**config.mk**
```make
export PLATFORM = sky130hd
export DESIGN_NAME = snmp_get_response_parser_unit
export DESIGN_NICKNAME = d
export VERILOG_FILES = /design/src/hdl/sgrp_pkg.sv /design/src/hdl/sgrp_outq.sv /design/src/hdl/sgrp_core.sv /design/src/hdl/snmp_get_response_parser_unit.sv
export VERILOG_INCLUDE_DIRS = /design/src /design/src/hdl
export SDC_FILE = /design/constraint.sdc
export NUM_CORES = 1
export LEC_CHECK = 0
export BUFFER_PORTS_ARGS = -buffer_cell sky130_fd_sc_hd__buf_4
export CORE_ASPECT_RATIO = 1.5
export CORE_UTILIZATION = 25
export DETAILED_ROUTE_END_ITERATION = 12
export PLACE_DENSITY_LB_ADDON = 0.15
export SETUP_SLACK_MARGIN = 0.05
export SYNTH_ARGS = -nofsm -noshare
export SYNTH_HDL_FRONTEND = slang
export SYNTH_SLANG_ARGS = --single-unit
export TNS_END_PERCENT = 5
```
**constraint.sdc**
```tcl
create_clock -name clk -period 8.7 [get_ports clk]
set_input_delay 0.87 -clock clk [delete_from_list [all_inputs] [get_ports clk]]
set_output_delay 0.87 -clock clk [all_outputs]
set_load 0.02 [all_outputs]
```
**src/hdl/assert_macros.svh**
```systemverilog
// assertion macros for the response parser checks
// expects clk and arst_n in the scope of each use
`ifndef ASSERT_MACROS_SVH
`define ASSERT_MACROS_SVH

// property must hold at every rising clock edge outside reset
`define CHK_HOLDS(label, prop, msg) \
	label: assert property (@(posedge clk) disable iff (!arst_n) (prop)) else $error(msg);

// condition must never be seen outside reset
`define CHK_NEVER(label, cond, msg) \
	label: assert property (@(posedge clk) disable iff (!arst_n) !(cond)) else $error(msg);

`endif

```
**src/hdl/sgrp_pkg.sv**
```systemverilog
// shared types and constants of the snmp get-response parser
// no dependencies
`default_nettype none

package sgrp_pkg;

	localparam int LEN_BITS_DEF = 16;
	localparam int VARBINDS     = 9;
	localparam int NUM_LEVELS   = 5;
	localparam int OUT_DEPTH    = 4;
	localparam int OUT_CNT_W    = $clog2(OUT_DEPTH + 1);
	localparam int IDX_W        = 4;
	localparam int TDATA_W      = 40;

	// level slots
	localparam logic [2:0] LVL_MSG   = 3'd0;
	localparam logic [2:0] LVL_VBIND = 3'd3;
	localparam logic [2:0] LVL_LEAF  = 3'd4;
	localparam logic [2:0] LVL_NONE  = 3'd7;

	// tags
	localparam logic [7:0] TAG_SEQ    = 8'h30;
	localparam logic [7:0] TAG_PDU    = 8'hA2;
	localparam logic [7:0] TAG_OCTETS = 8'h04;
	localparam logic [7:0] TAG_INT    = 8'h02;

	// verdict codes
	localparam logic [1:0] VERDICT_OK      = 2'd0;
	localparam logic [1:0] VERDICT_LENGTH  = 2'd1;
	localparam logic [1:0] VERDICT_TAG     = 2'd2;
	localparam logic [1:0] VERDICT_ERRSTAT = 2'd3;

	typedef struct packed {
		logic              is_status;
		logic [IDX_W-1:0]  var_index;
		logic              value_is_float;
		logic [31:0]       value_bits;
		logic [1:0]        verdict;
	} res_t;

	// results of one step, at most a value item then a verdict item
	typedef struct packed {
		logic push0;
		res_t item0;
		logic push1;
		res_t item1;
	} res_pair_t;

endpackage

`default_nettype wire

```
**src/hdl/sgrp_outq.sv**
```systemverilog
// result queue: shift queue taking up to two items per cycle, one out
// depends on sgrp_pkg
`default_nettype none

module sgrp_outq import sgrp_pkg::*; (
	input  wire logic                 clk,
	input  wire logic                 arst_n,
	input  wire res_pair_t            pair,
	input  wire logic                 pop_ready,
	output res_t                      head,
	output logic [OUT_CNT_W-1:0]      count
);

	res_t                  q_q [OUT_DEPTH];
	res_t                  q_d [OUT_DEPTH];
	logic [OUT_CNT_W-1:0]  cnt_q;
	logic [OUT_CNT_W-1:0]  cnt_d;
	logic [OUT_CNT_W-1:0]  n0;
	logic [OUT_CNT_W-1:0]  n1;
	logic                  pop;

	assign pop   = pop_ready && (cnt_q != '0);
	assign head  = q_q[0];
	assign count = cnt_q;

	always_comb begin
		q_d = q_q;
		n0  = cnt_q;
		if (pop) begin
			for (int i = 0; i < OUT_DEPTH - 1; i++) begin
				q_d[i] = q_q[i + 1];
			end
			n0 = cnt_q - 1'b1;
		end
		for (int i = 0; i < OUT_DEPTH; i++) begin
			if (pair.push0 && (OUT_CNT_W'(i) == n0)) begin
				q_d[i] = pair.item0;
			end
		end
		n1 = n0 + OUT_CNT_W'(pair.push0);
		for (int i = 0; i < OUT_DEPTH; i++) begin
			if (pair.push1 && (OUT_CNT_W'(i) == n1)) begin
				q_d[i] = pair.item1;
			end
		end
		cnt_d = n1 + OUT_CNT_W'(pair.push1);
	end

	always_ff @(posedge clk or negedge arst_n) begin
		if (!arst_n) begin
			cnt_q <= '0;
		end else begin
			cnt_q <= cnt_d;
		end
	end

	always_ff @(posedge clk) begin
		q_q <= q_d;
	end

endmodule

`default_nettype wire

```
**src/hdl/sgrp_core.sv**
```systemverilog
// tlv walker: parse state and one-byte step, emits value and verdict items
// depends on sgrp_pkg
`default_nettype none

module sgrp_core import sgrp_pkg::*; #(
	parameter int LEN_BITS = LEN_BITS_DEF
) (
	input  wire logic        clk,
	input  wire logic        arst_n,
	input  wire logic        step_go,
	input  wire logic [7:0]  byte_in,
	input  wire logic        last_in,
	output res_pair_t        pair
);

	typedef enum logic [3:0] {
		ST_MSG, ST_VERSION, ST_COMMUNITY, ST_PDU, ST_REQID, ST_ERRSTAT,
		ST_ERRINDEX, ST_VBL, ST_VARBIND, ST_OID, ST_VALUE, ST_TAIL,
		ST_DONE, ST_FAIL
	} stage_t;

	typedef enum logic [1:0] {PH_TAG, PH_LEN, PH_LONG, PH_CONTENT} phase_t;

	typedef logic [NUM_LEVELS-1:0][LEN_BITS-1:0] lvl_t;

	stage_t            stage_q, st;
	phase_t            phase_q, ph;
	lvl_t              lvl_q, lv;
	logic [31:0]       lacc_q, lacc;
	logic [2:0]        lcnt_q, lcnt;
	logic [7:0]        tag_q, tag;
	logic [31:0]       vacc_q, vacc;
	logic [IDX_W-1:0]  vbc_q, vbc;
	logic [1:0]        fail_q, fc;

	logic              flt;
	logic [1:0]        flc;
	logic              hdone;
	logic              leafhdr;
	logic              leaf;
	logic              first;
	logic [2:0]        par;
	logic [LEN_BITS-1:0] prem;
	logic [1:0]        vd;
	res_pair_t         pair_c;

	function automatic logic [2:0] parent_of(input stage_t s);
		logic [2:0] r;
		case (s) inside
			ST_MSG: r = LVL_NONE;
			ST_VERSION, ST_COMMUNITY, ST_PDU: r = 3'd0;
			ST_REQID, ST_ERRSTAT, ST_ERRINDEX, ST_VBL: r = 3'd1;
			ST_VARBIND: r = 3'd2;
			default: r = LVL_VBIND;
		endcase
		return r;
	endfunction

	function automatic logic [LEN_BITS-1:0] lvl_at(input lvl_t l, input logic [2:0] p);
		logic [LEN_BITS-1:0] r;
		r = '0;
		for (int k = 0; k < NUM_LEVELS; k++) begin
			if (3'(k) == p) begin
				r = l[k];
			end
		end
		return r;
	endfunction

	function automatic lvl_t take_down(input lvl_t l, input logic [2:0] p);
		lvl_t r;
		r = l;
		for (int k = 0; k < NUM_LEVELS; k++) begin
			if ((p != LVL_NONE) && (3'(k) <= p) && (l[k] != '0)) begin
				r[k] = l[k] - 1'b1;
			end
		end
		return r;
	endfunction

	always_comb begin
		st      = stage_q;
		ph      = phase_q;
		lv      = lvl_q;
		lacc    = lacc_q;
		lcnt    = lcnt_q;
		tag     = tag_q;
		vacc    = vacc_q;
		vbc     = vbc_q;
		fc      = fail_q;
		flt     = 1'b0;
		flc     = VERDICT_OK;
		hdone   = 1'b0;
		leafhdr = 1'b0;
		leaf    = 1'b0;
		first   = 1'b0;
		par     = parent_of(stage_q);
		prem    = '0;
		vd      = VERDICT_OK;
		pair_c  = '0;

		if (st == ST_DONE || st == ST_FAIL) begin
			if (lv[LVL_MSG] != '0) begin
				lv[LVL_MSG] = lv[LVL_MSG] - 1'b1;
			end
		end else if (st == ST_TAIL) begin
			lv = take_down(lv, LVL_VBIND);
			if (lv[LVL_VBIND] == '0) begin
				st = ST_VARBIND;
			end
		end else if (ph == PH_CONTENT) begin
			// content byte of a leaf
			first = (lacc == 32'(lv[LVL_LEAF]));
			lv = take_down(lv, par);
			if (lv[LVL_LEAF] != '0) begin
				lv[LVL_LEAF] = lv[LVL_LEAF] - 1'b1;
			end
			if (st == ST_ERRSTAT) begin
				vacc = vacc | {24'd0, byte_in};
			end else if (st == ST_VALUE) begin
				if (tag == TAG_OCTETS) begin
					vacc = {byte_in, vacc[31:8]};
				end else if (first) begin
					vacc = {{24{byte_in[7]}}, byte_in};
				end else begin
					vacc = {vacc[23:0], byte_in};
				end
			end
			if (lv[LVL_LEAF] == '0) begin
				leaf = 1'b1;
			end
		end else begin
			// header byte
			if (par != LVL_NONE && lvl_at(lv, par) == '0) begin
				flt = 1'b1;
				flc = VERDICT_LENGTH;
			end else begin
				lv = take_down(lv, par);
				unique case (ph)
					PH_TAG: begin
						tag = byte_in;
						ph  = PH_LEN;
					end
					PH_LEN: begin
						if (byte_in[7]) begin
							if (byte_in[6:0] == 7'd0 || byte_in[6:0] > 7'd4) begin
								flt = 1'b1;
								flc = VERDICT_LENGTH;
							end else begin
								lcnt = byte_in[2:0];
								lacc = '0;
								ph   = PH_LONG;
							end
						end else begin
							lacc  = {24'd0, byte_in};
							hdone = 1'b1;
						end
					end
					default: begin
						lacc = {lacc[23:0], byte_in};
						lcnt = lcnt - 3'd1;
						if (lcnt == 3'd0) begin
							if (lacc[31]) begin
								flt = 1'b1;
								flc = VERDICT_LENGTH;
							end else begin
								hdone = 1'b1;
							end
						end
					end
				endcase
			end
		end

		if (hdone) begin
			ph   = PH_TAG;
			prem = lvl_at(lv, par);
			if (lacc[31:LEN_BITS] != '0) begin
				flt = 1'b1;
				flc = VERDICT_LENGTH;
			end else if (par != LVL_NONE && lacc[LEN_BITS-1:0] > prem) begin
				flt = 1'b1;
				flc = VERDICT_LENGTH;
			end else begin
				unique case (st)
					ST_MSG: begin
						lv[LVL_MSG] = lacc[LEN_BITS-1:0];
						if (tag != TAG_SEQ) begin
							flt = 1'b1;
							flc = VERDICT_TAG;
						end else begin
							st = ST_VERSION;
						end
					end
					ST_PDU: begin
						if (tag != TAG_PDU) begin
							flt = 1'b1;
							flc = VERDICT_TAG;
						end else begin
							lv[1] = lacc[LEN_BITS-1:0];
							st = ST_REQID;
						end
					end
					ST_VBL: begin
						if (tag != TAG_SEQ) begin
							flt = 1'b1;
							flc = VERDICT_TAG;
						end else begin
							lv[2] = lacc[LEN_BITS-1:0];
							st = ST_VARBIND;
						end
					end
					ST_VARBIND: begin
						if (tag != TAG_SEQ) begin
							flt = 1'b1;
							flc = VERDICT_TAG;
						end else begin
							lv[LVL_VBIND] = lacc[LEN_BITS-1:0];
							st = ST_OID;
						end
					end
					ST_ERRINDEX: begin
						if (vacc != '0) begin
							flt = 1'b1;
							flc = VERDICT_ERRSTAT;
						end else begin
							leafhdr = 1'b1;
						end
					end
					ST_VALUE: begin
						if (tag != TAG_OCTETS && tag != TAG_INT) begin
							flt = 1'b1;
							flc = VERDICT_TAG;
						end else begin
							vacc    = '0;
							leafhdr = 1'b1;
						end
					end
					default: begin
						vacc    = '0;
						leafhdr = 1'b1;
					end
				endcase
			end
			if (leafhdr) begin
				lv[LVL_LEAF] = lacc[LEN_BITS-1:0];
				if (lacc == '0) begin
					leaf = 1'b1;
				end else begin
					ph = PH_CONTENT;
				end
			end
		end

		if (leaf) begin
			ph = PH_TAG;
			unique case (st)
				ST_VERSION:   st = ST_COMMUNITY;
				ST_COMMUNITY: st = ST_PDU;
				ST_REQID:     st = ST_ERRSTAT;
				ST_ERRSTAT:   st = ST_ERRINDEX;
				ST_ERRINDEX:  st = ST_VBL;
				ST_OID:       st = ST_VALUE;
				ST_VALUE: begin
					pair_c.push0                = 1'b1;
					pair_c.item0.var_index      = vbc;
					pair_c.item0.value_is_float = (tag == TAG_OCTETS);
					pair_c.item0.value_bits =
						((tag == TAG_OCTETS) && (lacc != 32'd4)) ? '0 : vacc;
					if (({1'b0, vbc} + 5'd1) >= 5'(VARBINDS)) begin
						st = ST_DONE;
					end else begin
						vbc = vbc + 1'b1;
						st  = (lv[LVL_VBIND] != '0) ? ST_TAIL : ST_VARBIND;
					end
				end
				default: begin
				end
			endcase
		end

		if (flt) begin
			if (fc == VERDICT_OK) begin
				fc = flc;
			end
			st = ST_FAIL;
			ph = PH_TAG;
		end

		if (last_in) begin
			vd = (fc != VERDICT_OK) ? fc : ((st == ST_DONE) ? VERDICT_OK : VERDICT_LENGTH);
			if (lv[LVL_MSG] != '0) begin
				vd = VERDICT_LENGTH;
			end
			pair_c.push1           = 1'b1;
			pair_c.item1.is_status = 1'b1;
			pair_c.item1.verdict   = vd;
			st   = ST_MSG;
			ph   = PH_TAG;
			lv   = '0;
			lacc = '0;
			lcnt = '0;
			tag  = '0;
			vacc = '0;
			vbc  = '0;
			fc   = VERDICT_OK;
		end

		pair_c.push0 = pair_c.push0 && step_go;
		pair_c.push1 = pair_c.push1 && step_go;
	end

	assign pair = pair_c;

	always_ff @(posedge clk or negedge arst_n) begin
		if (!arst_n) begin
			stage_q <= ST_MSG;
			phase_q <= PH_TAG;
			lvl_q   <= '0;
			lacc_q  <= '0;
			lcnt_q  <= '0;
			tag_q   <= '0;
			vacc_q  <= '0;
			vbc_q   <= '0;
			fail_q  <= VERDICT_OK;
		end else if (step_go) begin
			stage_q <= st;
			phase_q <= ph;
			lvl_q   <= lv;
			lacc_q  <= lacc;
			lcnt_q  <= lcnt;
			tag_q   <= tag;
			vacc_q  <= vacc;
			vbc_q   <= vbc;
			fail_q  <= fc;
		end
	end

endmodule

`default_nettype wire

```
**src/hdl/snmp_get_response_parser_unit.sv**
```systemverilog
// top level of the snmp get-response parser: input register, tlv walker, result queue
// depends on sgrp_pkg, sgrp_core, sgrp_outq and assert_macros.svh
//
//   channel   dir   carries
//   s_axis    in    one datagram byte per item, tlast on the final byte
//   m_axis    out   varbind value items, then the verdict item with tlast
//
// one byte per cycle while s_axis_tready is high; a taken byte is held in the input register until the queue has room
// a byte gives at most two items, drained one per cycle while m_axis_tready is high through a 4-entry queue
// s_axis_tready drops only while the queue holds more than two items
// reset clears the parse state, the valid flag of the input register and the queue count
`default_nettype none

`include "assert_macros.svh"

module snmp_get_response_parser_unit import sgrp_pkg::*; #(
	parameter int LEN_BITS = LEN_BITS_DEF
) (
	input  wire logic               clk,
	input  wire logic               arst_n,
	input  wire logic               s_axis_tvalid,
	output logic                    s_axis_tready,
	input  wire logic [7:0]         s_axis_tdata,   // [7:0] data_byte
	input  wire logic               s_axis_tlast,
	output logic                    m_axis_tvalid,
	input  wire logic               m_axis_tready,
	output logic [TDATA_W-1:0]      m_axis_tdata,   // [3:0] var_index, [4] value_is_float,
	                                                // [36:5] value_bits, [38:37] verdict
	output logic                    m_axis_tlast
);

	logic                  valid_s1;
	logic [7:0]            byte_s1;
	logic                  last_s1;
	logic                  in_fire;
	logic                  room;
	logic                  step_go;
	res_pair_t             pair;
	res_t                  head;
	logic [OUT_CNT_W-1:0]  q_cnt;

	assign room          = (q_cnt <= OUT_CNT_W'(OUT_DEPTH - 2));
	assign step_go       = valid_s1 && room;
	assign s_axis_tready = !valid_s1 || room;
	assign in_fire       = s_axis_tvalid && s_axis_tready;

	always_ff @(posedge clk or negedge arst_n) begin
		if (!arst_n) begin
			valid_s1 <= 1'b0;
		end else if (in_fire) begin
			valid_s1 <= 1'b1;
		end else if (step_go) begin
			valid_s1 <= 1'b0;
		end
	end

	always_ff @(posedge clk) begin
		if (in_fire) begin
			byte_s1 <= s_axis_tdata;
			last_s1 <= s_axis_tlast;
		end
	end

	sgrp_core #(
		.LEN_BITS(LEN_BITS)
	) u_core (
		.clk     (clk),
		.arst_n  (arst_n),
		.step_go (step_go),
		.byte_in (byte_s1),
		.last_in (last_s1),
		.pair    (pair)
	);

	sgrp_outq u_outq (
		.clk       (clk),
		.arst_n    (arst_n),
		.pair      (pair),
		.pop_ready (m_axis_tready),
		.head      (head),
		.count     (q_cnt)
	);

	assign m_axis_tvalid = (q_cnt != '0);
	assign m_axis_tlast  = head.is_status;
	assign m_axis_tdata  = {1'b0, head.verdict, head.value_bits, head.value_is_float,
		head.var_index};

	`CHK_NEVER(a_queue_bound, q_cnt > OUT_CNT_W'(OUT_DEPTH), "result queue overfilled")
	`CHK_HOLDS(a_verdict_on_last, pair.push1 |-> (step_go && last_s1), "verdict without last byte")
	`CHK_HOLDS(a_value_item_form, pair.push0 |-> (!pair.item0.is_status && pair.item0.verdict == VERDICT_OK), "bad value item")
	`CHK_HOLDS(a_input_held, in_fire |=> valid_s1, "accepted byte lost")

endmodule

`default_nettype wire

```
==> results.cfg, run 1 <==
[global_routing]
grt_pass1_vias = 20200
grt_first_pass_wirelength_mm = 135
grt_antenna_before_repair = 0
grt.overflow.total = 0
grt_max_degree = 79
grtUsageTotal = 0.208

[cells_and_area]
drive_gt1_frac = 0.117
area_growth_pct = 13.6
nets = 2618

[yosys]
synth_seq_area_share = 0.370
async_flop_share = 0.503
ys_ff_latch = 340
synth-edff-count = 21
yosysWarnings = 0
synth_flop_cell = dfrtp_1
synth_commonest_cells = nand2_1, nor2_1, o21ai_0
synth_nets = 2688
post-synth-top-count-cell = nand2_1
yosysTopAreaCell = dfrtp_1
syn_avg_cell_area_um2 = 8.06
yosys-top-cells-area = dfrtp_1, dfxtp_1, nand2_1, nor2_1, a311oi_1
netlist_area_mm2 = 0.0213
synthCells = 2642
yosysUniqueCellTypes = 97
synth_top_area_frac = 0.201

[worst_setup_path]
cp_data_arrival_time_ns = 8.57
rr_worst_depth = 27
r2r_end = u_outq.head[0]
critPathKind = reg2reg
rr_startpoint = u_core.lvl_q[56]
cp-start-kind = register
endpoint_kind = register
required_ns = 9.03
crit_fanout = 28
reg2reg_slack_ns = 0.46

[run]
maxCapViolations = 0

[floorplanning]
die_width_um = 240
core_mm2 = 0.0841
rows = 130
die_y_um = 359
dieArea_mm2 = 0.0864
ios = 56
start_util = 0.253

[sta]
fin_ws_ns = 0.461
finalCriticalPeriod_ns = 8.24
hold_slack_ns = 0.220
timing.final.hold_violations = 0
tns_ns = 0
max_slew_margin = 0.122
maxSlewViolCount = 0
setup_viol = 0
skew_ns = 0.0202
max_freq_mhz = 121
tightest_slew_ns = 1.30
fin_crit_sh = 0.947
rsz0062_at_grt = no

[clocking]
clock-root-buffer = clkbuf_16
cts-buffers-inserted = 41
cts_tree = yes
clockBufferDepth = 3
clkTransAtPathRegs_ns = 0.06
clock_latency_ns = 0.58
htreeDepth = 2
cts_hold_buf = 0
cts_sinks = 340

[drt]
vias_per_cell = 5.47
drtIter0Drc = 1328
wl_per_cell_um = 24.2
drt.antenna.violating_nets = 0
num_vias = 20400
drt_drc_violations_left = 0
detail_route.wirelength_mm = 90.4
drt_first_pass_iters = 6

[power_and_ir_drop]
ir_drop_mv = 0.194
switching_share = 0.486
p_leak_nw = 9.89
switchingPower_mw = 4.00
combPwrFrac = 0.539
cell_internal_pwr_mw = 4.22
pwr-share-seq = 0.243
p_per_area_mw_per_mm2 = 340
clkPwrFrac = 0.218

[status]
status = finished clean

[place]
gp_congestion = 0.962
dp_hpwl_mm = 66.2
portBuffers = 54
dp_slack_ns = 0.267

[min_path]
worstHoldPathType = in2async
## metrics by stage
stage	cells	util	instance area, um^2	total power, mW
CTS	3726	0.287	24200	8.24
floorplan	2642	-	21300	4.77
global placement	3651	0.271	22800	6.41
finish	3727	0.288	24200	8.22
detailed placement	3651	0.271	22800	6.40
global route	3726	0.288	24200	8.69
## critical path, stage by stage (launching register included)
cell      delay [ns]
dfrtp_1         0.52
nor4_4          0.46
nand2_1         0.29
o41ai_4         0.55
a31oi_2         0.18
buf_4           0.28
o21ai_0         0.49
a21o_1          0.35
nor2_4          0.12
nand2_1         0.19
nor2_1          0.06
a21oi_1         0.42
mux2i_1         0.17
a21oi_1         0.27
ha_1            0.29
o21ai_0         0.16
o21ai_0         0.10
o211ai_1        0.13
a31oi_2         0.22
or3_1           0.58
a31oi_1         0.30
a21boi_0        0.16
o22a_1          0.22
a211oi_1        0.43
o31ai_1         0.14
o22ai_1         0.23
nand4_1         0.34
a32o_1          0.34
## state kept, by name (all words and copies together), names as in the netlist
signal and flops:
u_core.fail_q 2, u_core.tag_q 8, u_outq.head 40, u_core.phase_q 2, u_core.lacc_q 32, byte_s1 8
u_outq.count 3, valid_s1 1, u_outq.q_q 120, last_s1 1, u_core.vbc_q 4, u_core.vacc_q 32
u_core.lvl_q 80, u_core.lcnt_q 3, u_core.stage_q 4
## layout by cell type (no fill, tap or decap), types with 21 or more instances in the layout
master / Yosys / final
nand4_1: 23 / 23
o31ai_1: 23 / 22
mux2i_1: 57 / 57
a21o_1: 21 / 21
ha_1: 33 / 33
nand3_1: 50 / 49
edfxtp_1: 21 / 21
a311oi_1: 113 / 113
nor4_1: 42 / 39
a22o_1: 89 / 89
buf_4: 43 / 135
dfrtp_1: 171 / 171
o22ai_1: 44 / 44
inv_1: 52 / 52
a21oi_1: 85 / 84
xor2_1: 22 / 22
nand2_1: 428 / 426
clkbuf_16: 0 / 43
o21ai_0: 182 / 182
dfxtp_1: 148 / 148
xnor2_1: 37 / 37
nor3_1: 81 / 79
nor2_1: 295 / 291
## cell families after synthesis
logic type                 count (synthesis)  share of synthesized area
AOI/OAI and AO/OA                        735                      0.244
xor gates and xnor gates                  59                     0.0243
adders and majority gates                 33                     0.0194
buffers and inverters                    311                     0.0651
DFF                                      340                      0.370
muxes                                     65                     0.0310
other                                      1                   0.000176
and+or+nand+nor                         1098                      0.246
## worst max-delay path by stage
stage	from	to	slack (ns)	depth (start not counted)
3_3_place_gp	u_core.stage_q[2]	u_outq.head[0]	0.28	27
5_1_grt	u_core.lvl_q[52]	u_outq.q_q[0]	0.07	27
4_1_cts	u_core.stage_q[1]	u_outq.head[0]	0.24	27
3_5_place_dp	u_core.stage_q[1]	u_outq.q_q[40]	0.27	27
6_report	u_core.lvl_q[56]	u_outq.head[0]	0.46	27
2_1_floorplan	u_core.stage_q[0]	u_outq.head[10]	1.81	34
## routing by layer
layer / share of wire / GRT usage / up-vias
met5: 0 / 0 / -
met4: 0.073 / 0.136 / 0
met3: 0.040 / 0.0247 / 234
met2: 0.50 / 0.367 / 701
met1: 0.38 / 0.232 / 9972
li1: - / - / 9463
## power by group through the flow
| stage | logic (mW) | registers, mW | clock network (mW) |
|---|---|---|---|
| floorplan | 2.90 | 1.87 | 0 |
| global placement | 4.39 | 2.02 | 0 |
| detailed placement | 4.38 | 2.02 | 0 |
| CTS | 4.40 | 1.99 | 1.85 |
| global route | 4.76 | 2.01 | 1.91 |
| finish | 4.43 | 2.00 | 1.79 |
## cell type report
class / instances / area, um^2
antenna: 1 / 2.50
clock inverter: 13 / 135
clock buffer: 62 / 1260
sequential: 340 / 7870
multi-input combinational: 1991 / 12100
tap: 1122 / 1400
fill: 9034 / 59900
inverter: 55 / 206
timing repair buffer: 143 / 1170
## timing repair
| action | CTS | global route |
|---|---|---|
| endpoints found under the hold margin | 0 | 0 |
| setup endpoints to repair | 0 | 174 |
| buffers inserted | 0 | 0 |
| resized for setup | 0 | 8 |
Power figures use the tool's default switching activity.
==> run 2: changes to the inputs <==
CTS_BUF_LIST = sky130_fd_sc_hd__clkbuf_4   (was unset)
==> run 2 against run 1 <==
Critical path depth unchanged; critical endpoint unchanged; clock skew increased by 0.049 ns; highest routed layer unchanged; flip-flop and latch count unchanged; routed wire length increased by 1.2%; sequential share of layout area increased by 0.11 points; worst hold slack got worse by 0.054 ns; power decreased by 2.3%; cell count increased by 3.0%; sequential power about the same; clock power decreased by 11%; core utilization decreased by 0.10 points.
==> results.cfg, run 2 (same netlist as run 1, synthesis figures left out) <==
[global_routing]
grt.overflow.total = 0
grt_max_degree = 79
grtUsageTotal = 0.210
grt_first_pass_wirelength_mm = 136
grt_antenna_before_repair = 1
grt_pass1_vias = 20700

[cells_and_area]
layout_common_cells = nand2_1, nor2_1, o21ai_0
nFillCells = 9128
nets = 2677
drive_gt1_frac = 0.150
largest_reg_flops = 120
final_cells = 3838
area_growth_pct = 13.2
top_register = u_outq.q_q
final_common_cell = nand2_1

[power_and_ir_drop]
switchingPower_mw = 4.05
combPwrFrac = 0.553
switching_share = 0.504
ir_drop_mv = 0.195
pwr-share-seq = 0.249
cell_internal_pwr_mw = 3.98
p_per_area_mw_per_mm2 = 333
total_power_mw = 8.03
p_leak_nw = 9.99
clkPwrFrac = 0.199

[min_path]
worstHoldPathType = in2reg

[sta]
maxSlewViolCount = 0
finalCriticalPeriod_ns = 8.06
skew_ns = 0.0695
tns_ns = 0
setup_viol = 0
fin_ws_ns = 0.639
timing.final.hold_violations = 0
max_slew_margin = 0.0676
rsz0062_at_grt = no
fin_crit_sh = 0.927
max_freq_mhz = 124
tightest_slew_ns = 1.38

[run]
maxCapViolations = 0

[floorplanning]
die_y_um = 359
dieArea_mm2 = 0.0864
rows = 130
core_mm2 = 0.0841
ios = 56
start_util = 0.253
die_width_um = 240

[status]
status = finished clean

[drt]
drtIter0Drc = 1413
drt_first_pass_iters = 5
detail_route.wirelength_mm = 91.5
wl_per_cell_um = 23.8
num_vias = 20800
drt.antenna.violating_nets = 0
vias_per_cell = 5.41
drt_drc_violations_left = 0

[clocking]
cts-buffers-inserted = 99
htreeDepth = 3
clock_latency_ns = 0.92
clockBufferDepth = 3
cts_tree = yes
cts_sinks = 340
clkTransAtPathRegs_ns = 0.07
clock-root-buffer = clkbuf_4

[worst_setup_path]
critPathSlowestCell = or3_1
cp_data_arrival_time_ns = 8.68
critPathKind = reg2reg
slowest_delay_ns = 0.57
endpoint_kind = register
crit_fanout = 28
required_ns = 9.32
cp-start-kind = register

[place]
dp_hpwl_mm = 66.2
dp_cells = 3651
gp_congestion = 0.962
dp_slack_ns = 0.267
portBuffers = 54
## run 2: metrics by stage
step	area (um^2)	hold WS [ns]	util
floorplan	21300	0.450	-
global placement	22800	0.460	0.271
detailed placement	22800	0.467	0.271
CTS	24100	0.0623	0.286
global route	24100	0.0712	0.287
finish	24100	0.166	0.287
## run 2: area by class of cell
cell class | instances | area (um^2) | area share
Inverter | 55 | 206 | 0.00856
Sequential cell | 340 | 7870 | 0.327
Tap cell | 1122 | 1400 | 0.0582
Multi-Input combinational cell | 1991 | 12100 | 0.504
Clock buffer | 158 | 1190 | 0.0492
Timing Repair Buffer | 144 | 1180 | 0.0488
Antenna cell | 4 | 10.0 | 0.000415
Clock inverter | 24 | 111 | 0.00462
## run 2: final timing paths
path	start	endpoint	slack (ns)	cells after the start
min in group asynchronous	arst_n	u_core.lvl_q[4]	0.44	2
worst min register to register	u_outq.q_q[26]	u_outq.q_q[66]	0.47	2
worst max register to register	u_core.lvl_q[56]	u_outq.head[0]	0.64	27
worst min-delay path	s_axis_tlast	last_s1	0.17	1
worst max-delay path	u_core.lvl_q[56]	u_outq.head[0]	0.64	27
max in group asynchronous	arst_n	u_core.vacc_q[0]	6.86	3
## run 2: timing repair
action,in CTS,in global routing
endpoints found under the hold margin,36,0
buffers inserted,0,0
resized for setup,0,8
setup endpoints to repair,0,174
hold buffers,1,0
## run 2: worst max-delay path: cells and delay by family (launching register included)
| kind | cells | cell delay (ns) |
|---|---|---|
| compound gates | 17 | 4.48 |
| flops | 1 | 0.52 |
| buf+inv | 1 | 0.28 |
| mux | 1 | 0.16 |
| simple gates | 7 | 2.02 |
| fa+ha+maj | 1 | 0.28 |
## run 2: per-layer routing
layer / vias up / track usage / part of all wire
li1: 9653 / - / -
met2: 780 / 0.368 / 0.50
met3: 246 / 0.0354 / 0.047
met5: - / 0 / 0
met1: 10100 / 0.229 / 0.38
met4: 0 / 0.144 / 0.072
## run 2: power groups by stage
stage,Clock [mW],Combinational (mW),Sequential [mW]
final,1.60,4.44,2.00
after floorplan,0,2.90,1.87
after detailed placement,0,4.38,2.02
after global routing,1.75,4.76,2.01
after global placement,0,4.39,2.02
after CTS,1.67,4.40,1.99
